### config.mk
export PLATFORM = sky130hd
export DESIGN_NAME = ppt_edge_unit
export DESIGN_NICKNAME = d
export VERILOG_FILES = /design/src/rtl/core/ppt_pkg.sv /design/src/rtl/core/ppt_edge_unit.sv
export SDC_FILE = /design/constraint.sdc
export NUM_CORES = 2
export LEC_CHECK = 0
export BUFFER_PORTS_ARGS = -buffer_cell sky130_fd_sc_hd__buf_2
export CELL_PAD_IN_SITES_DETAIL_PLACEMENT = 0
export CELL_PAD_IN_SITES_GLOBAL_PLACEMENT = 1
export CORE_ASPECT_RATIO = 1.2
export CORE_UTILIZATION = 48
export DETAILED_ROUTE_END_ITERATION = 12
export GPL_TIMING_DRIVEN = 0
export PLACE_DENSITY_LB_ADDON = 0.1
export SYNTH_ARGS = -nofsm -noshare
export SYNTH_HDL_FRONTEND = slang
export SYNTH_SLANG_ARGS = --single-unit
### constraint.sdc
create_clock -name clk -period 8.25 [get_ports clk]
set_input_delay 1.2375 -clock clk [delete_from_list [all_inputs] [get_ports clk]]
set_output_delay 1.2375 -clock clk [all_outputs]
set_load 0.005 [all_outputs]
### src/rtl/core/ppt_pkg.sv
// shared types and constants for the point in polygon test block
package ppt_pkg;

  localparam int MAX_VERTICES_DEF = 16;
  localparam int COORD_WIDTH_DEF  = 16;

  localparam logic OP_STORE = 1'b0;
  localparam logic OP_QUERY = 1'b1;

  typedef enum logic [1:0] {
    ST_IDLE,
    ST_READ,
    ST_DRAIN
  } ppt_state_t;

  // control that travels with one edge into the edge unit
  typedef struct packed {
    logic valid;
    logic last;
  } ppt_edge_ctl_t;

  // verdict that comes back for one edge
  typedef struct packed {
    logic valid;
    logic last;
    logic toggle;
  } ppt_edge_res_t;

endpackage

### src/rtl/core/ppt_edge_unit.sv
// two stage edge evaluator: differences, cross products, crossing decision
module ppt_edge_unit import ppt_pkg::*; #(
  parameter int COORD_WIDTH = COORD_WIDTH_DEF
) (
  input  logic                          clk,
  input  logic                          rst_n,
  input  ppt_edge_ctl_t                 edge_ctl,
  input  logic signed [COORD_WIDTH-1:0] px,
  input  logic signed [COORD_WIDTH-1:0] py,
  input  logic signed [COORD_WIDTH-1:0] xi,
  input  logic signed [COORD_WIDTH-1:0] yi,
  input  logic signed [COORD_WIDTH-1:0] xj,
  input  logic signed [COORD_WIDTH-1:0] yj,
  output ppt_edge_res_t                 edge_res
);

  localparam int DW = COORD_WIDTH + 1;
  localparam int PW = 2 * DW;

  ppt_edge_ctl_t        s1_ctl_r;
  logic                 s1_straddle_r;
  logic                 s1_dpos_r;
  logic signed [DW-1:0] a_r;
  logic signed [DW-1:0] b_r;
  logic signed [DW-1:0] c_r;
  logic signed [DW-1:0] d_r;

  ppt_edge_ctl_t        s2_ctl_r;
  logic                 s2_straddle_r;
  logic                 s2_dpos_r;
  logic signed [PW-1:0] p_ad_r;
  logic signed [PW-1:0] p_bc_r;

  logic signed [DW-1:0] a_nxt;
  logic signed [DW-1:0] b_nxt;
  logic signed [DW-1:0] c_nxt;
  logic signed [DW-1:0] d_nxt;
  logic                 straddle_nxt;
  logic                 left;

  always_comb begin
    a_nxt        = DW'(px) - DW'(xi);
    b_nxt        = DW'(xj) - DW'(xi);
    c_nxt        = DW'(py) - DW'(yi);
    d_nxt        = DW'(yj) - DW'(yi);
    straddle_nxt = (yi > py) != (yj > py);
  end

  always_ff @(posedge clk) begin
    if (!rst_n) begin
      s1_ctl_r <= '0;
      s2_ctl_r <= '0;
    end else begin
      s1_ctl_r <= edge_ctl;
      s2_ctl_r <= s1_ctl_r;
    end
  end

  always_ff @(posedge clk) begin
    a_r           <= a_nxt;
    b_r           <= b_nxt;
    c_r           <= c_nxt;
    d_r           <= d_nxt;
    s1_straddle_r <= straddle_nxt;
    s1_dpos_r     <= d_nxt > 0;
    p_ad_r        <= a_r * d_r;
    p_bc_r        <= b_r * c_r;
    s2_straddle_r <= s1_straddle_r;
    s2_dpos_r     <= s1_dpos_r;
  end

  // dividing through by d flips the comparison when d is negative
  always_comb begin
    left            = s2_dpos_r ? (p_ad_r < p_bc_r) : (p_bc_r < p_ad_r);
    edge_res.valid  = s2_ctl_r.valid;
    edge_res.last   = s2_ctl_r.last;
    edge_res.toggle = s2_straddle_r & left;
  end

endmodule

==> metrics.md <==
| Metric | Value |
|---|---|
| Run status | `finished, final reports clean` |
| Reg2reg setup slack | `~0.46 ns` |
| Total overflow reported by the global router | `0` |
| Number of slew-limit violations in the final report | `0` |
| Number of flops mapped to enable cells by yosys | `0` |
| Clock Root Buffer | `sky130_fd_sc_hd__clkbuf_16` |
| Maximum achievable frequency | `around 130 MHz` |
| Crit path required time | `~8.6 ns` |
| Die footprint | `just over 0.06 mm²` |
| Vias per Instance | `slightly above 5` |
| Number of sinks on the clock net | `around 140` |
| Total Negative Setup Slacks | `0 ns` |
| Placement row count | `97` |
| Number of synthesized register bits | `about 140` |
| Synthesized Nets | `between 4000 and 5000` |
| Insertion delay to the later sink of the worst-skew pair | `around 0.46 ns` |
| Hold Path Stages | `0` |
| Slew at the pin closest to its max-slew limit | `0.748 ns` |
| Post-route ant nets | `0` |
| CP Capture Type | `register` |
| Worst hold-check path type | `reg -> reg` |
| Setup repair after global routing missed its margin | `no` |
| Total I/O pin count | `around 100` |
| Cell type with the highest aggregate area in the netlist | `sky130_fd_sc_hd__fa_1` |
| Core Footprint | `0.0587 mm²` |
| DRC violation count after routing | `0` |
| Destination of the worst register-to-register timing path | `p_ad_r[32]$_DFF_P_` |
| Final HPWL from detailed placement | `65600 µm` |
| Clock-pin transition on the worst setup and hold timing paths | `around 0.07 ns` |
| Top cell type's share of synthesized area | `between 40% and 50%` |
| Mapped Cells | `between 3000 and 4000` |
| Worst Reg-to-Reg Cells | `20` |
| Final Instance Count excl. Fillers | `4009` |
| Largest cells by area after synthesis | `sky130_fd_sc_hd__fa_1 (42%), sky130_fd_sc_hd__ha_1 (12%), sky130_fd_sc_hd__dfxtp_1 (10%)` |
| Worst slew margin relative to its limit | `around half` |
| Synth warnings | `0` |
| Average wire length per cell after detail routing | `about 19 µm` |
| Origin of the worst setup path | `d_r[2]$_DFF_P_` |
| Global-route wire length before repair | `between 100000 and 150000 µm` |
| Initial core utilization | `48.9%` |
| Vias in the first global route | `~23000` |
| Drt first-iter violations | `approximately 860` |
| CTS tree | `yes` |
| Proportion of register bits with asynchronous set or reset after synthesis | `0%` |
| Net count reported at finish | `~4200` |
| Post-CTS setup repair buffer count | `0` |
| Source of the worst register-to-register timing path | `d_r[2]$_DFF_P_` |
| Worst clock skew | `roughly 0.017 ns` |
| Post-synth top flop | `sky130_fd_sc_hd__dfxtp_1` |
| Chip Height | `270 µm` |
| Critical hold path startpoint | `s1_dpos_r$_DFF_P_` |
| Maximum clock insertion buffer count | `2` |
| Via count | `roughly 21000` |
| CTS H-Tree Depth | `4` |
| Synthesis-to-finish area growth | `7.29%` |
| Summed instance area of the synthesized netlist | `0.0287 mm²` |
| Total routing usage reported by global routing | `between 20% and 30%` |
| Final Wtd Congestion | `0.904` |
| Portion of the post-synthesis area used by sequential elements | `10.0%` |
| Final period utilization | `~94%` |
| Largest net degree at the start of global routing | `17` |
| Arrival @ worst endpoint | `roughly 8.1 ns` |
| End point of the worst hold path | `s2_dpos_r$_DFF_P_` |
| Post-route minimum period | `about 8 ns` |
| WHS | `roughly 0.33 ns` |
| Post-CTS Hold Fix Bufs | `0` |
| Die span in x | `between 200 and 250 µm` |
| Count of input and output buffers | `~100` |
| Synth unique cells | `71` |
| Share of cells above drive strength 1 | `between 4 and 5%` |
| Total wire length | `approximately 74000 µm` |
| Number of violations of the max-capacitance limit | `0` |
| Fillcell total | `5569` |
| CTS buffer count | `17` |
| Critical path peak fanout | `10` |
| Footprint of the multi-input gates | `0.0229 mm²` |
| Most common library cell in the layout ignoring fill and taps | `sky130_fd_sc_hd__inv_1` |
| Router iterations before antenna repair | `5` |
| Antenna cell count | `0` |
| Antenna violations before repair | `3` |
| Most frequent cells in the layout | `sky130_fd_sc_hd__inv_1 (713), sky130_fd_sc_hd__fa_1 (596), sky130_fd_sc_hd__nand2_1 (306), sky130_fd_sc_hd__and2_1 (302), sky130_fd_sc_hd__ha_1 (285)` |
| Worst Setup Start Kind | `register` |
| GR Layer Usage met2 | `48.2%` |
| Met1 track demand over resource | `about a third` |
| Number of instances resized during post-cts repair | `0` |
| Grt met3 use | `2.62%` |
| Busiest metal layer after global routing | `met2` |
| Final-report hold violation count | `0` |
| Area used by sequential logic in the layout | `a little under 0.003 mm²` |
| Finish-stage setup viols | `0` |
| Mean instance size in the synthesized netlist | `~9.3 µm²` |
| Post-Place Cells | `about 4000` |
| Worst Setup Path Type | `reg -> reg` |
-- cells by family after synthesis --
family / share of synthesized area (%)
muxes: 0.0697
xor gates and xnor gates: 3.39
DFF: 10.0
buffers and inverters: 10.3
and+or+nand+nor: 15.2
adders and majority gates: 54.0
AOI/OAI and AO/OA: 7.00
-- per-stage QoR --
stage,instance area (µm²),setup slack [ns],util [%]
3_3_place_gp,30200,0.514,51.4
4_1_cts,30800,0.496,52.4
6_report,30800,0.457,52.4
3_5_place_dp,30200,0.503,51.4
2_1_floorplan,28700,1.68,-
5_1_grt,30800,0.144,52.4
-- Yosys cell counts, drive strengths merged (10+ instances only) --
cell    count
clkbuf     75
fa        596
inv       713
nand4      13
and3       10
nand3      29
nand2b     12
dfxtp     144
nor2b      21
nor2      100
xor2       22
and2      302
a21oi      80
nand2     306
xnor2      89
or3        13
a211oi     19
o21ai      43
ha        285
o21a       29
nor3       35
a21o       34
o21bai     10
-- worst max path at each step --
stage,cells past startpoint,endpoint,slack [ns]
after floorplan,20,p_ad_r[32]$_DFF_P_,1.68
after global placement,20,p_ad_r[32]$_DFF_P_,0.51
after detailed placement,20,p_ad_r[32]$_DFF_P_,0.50
after CTS,20,p_ad_r[32]$_DFF_P_,0.50
after global routing,20,p_ad_r[32]$_DFF_P_,0.14
final,20,p_ad_r[32]$_DFF_P_,0.46
-- per-layer routing --
metal | part of all wire (%) | vias to the layer above
li1 | - | 9606
met1 | 41 | 10600
met2 | 53 | 456
met3 | 4.0 | 90
met4 | 2.5 | 0
met5 | 0 | -
-- flip-flops by register name, summed over array words and instances, names as in the netlist --
name,cells
a_r,17
b_r,17
c_r,17
d_r,17
edge_res,2
p_ad_r,34
p_bc_r,34
s1_ctl_r,2
s1_dpos_r,1
s1_straddle_r,1
s2_dpos_r,1
s2_straddle_r,1
-- final cells by class --
| type | instances | share of cell area (%) |
|---|---|---|
| clock buffers | 17 | 1.38 |
| multi-input cells | 2150 | 74.2 |
| inverters | 713 | 8.69 |
| plain buffers | 76 | 0.926 |
| flip-flops and latches | 144 | 9.36 |
| well taps | 792 | 3.22 |
| clock inverters | 15 | 0.540 |
| repair buffers | 102 | 1.66 |
-- critical path: stages (launching register included) --
cell and delay, ns:
sky130_fd_sc_hd__dfxtp_1 0.70, sky130_fd_sc_hd__clkbuf_1 0.51, sky130_fd_sc_hd__nand2_1 0.19, sky130_fd_sc_hd__inv_1 0.16, sky130_fd_sc_hd__fa_1 0.55, sky130_fd_sc_hd__fa_1 0.91, sky130_fd_sc_hd__fa_1 0.53, sky130_fd_sc_hd__fa_1 0.52
sky130_fd_sc_hd__fa_1 0.49, sky130_fd_sc_hd__inv_1 0.05, sky130_fd_sc_hd__fa_1 0.47, sky130_fd_sc_hd__inv_1 0.04, sky130_fd_sc_hd__ha_1 0.34, sky130_fd_sc_hd__a21o_1 0.18, sky130_fd_sc_hd__a211o_1 0.36, sky130_fd_sc_hd__or4_1 0.52
sky130_fd_sc_hd__a211oi_2 0.30, sky130_fd_sc_hd__nor3_1 0.14, sky130_fd_sc_hd__a2111oi_4 0.38, sky130_fd_sc_hd__a21oi_1 0.13, sky130_fd_sc_hd__xor2_1 0.16
Power is left out: the tool's default activity adds up to more than one toggle a clock period on the data nets, which glitch-free logic cannot reach.
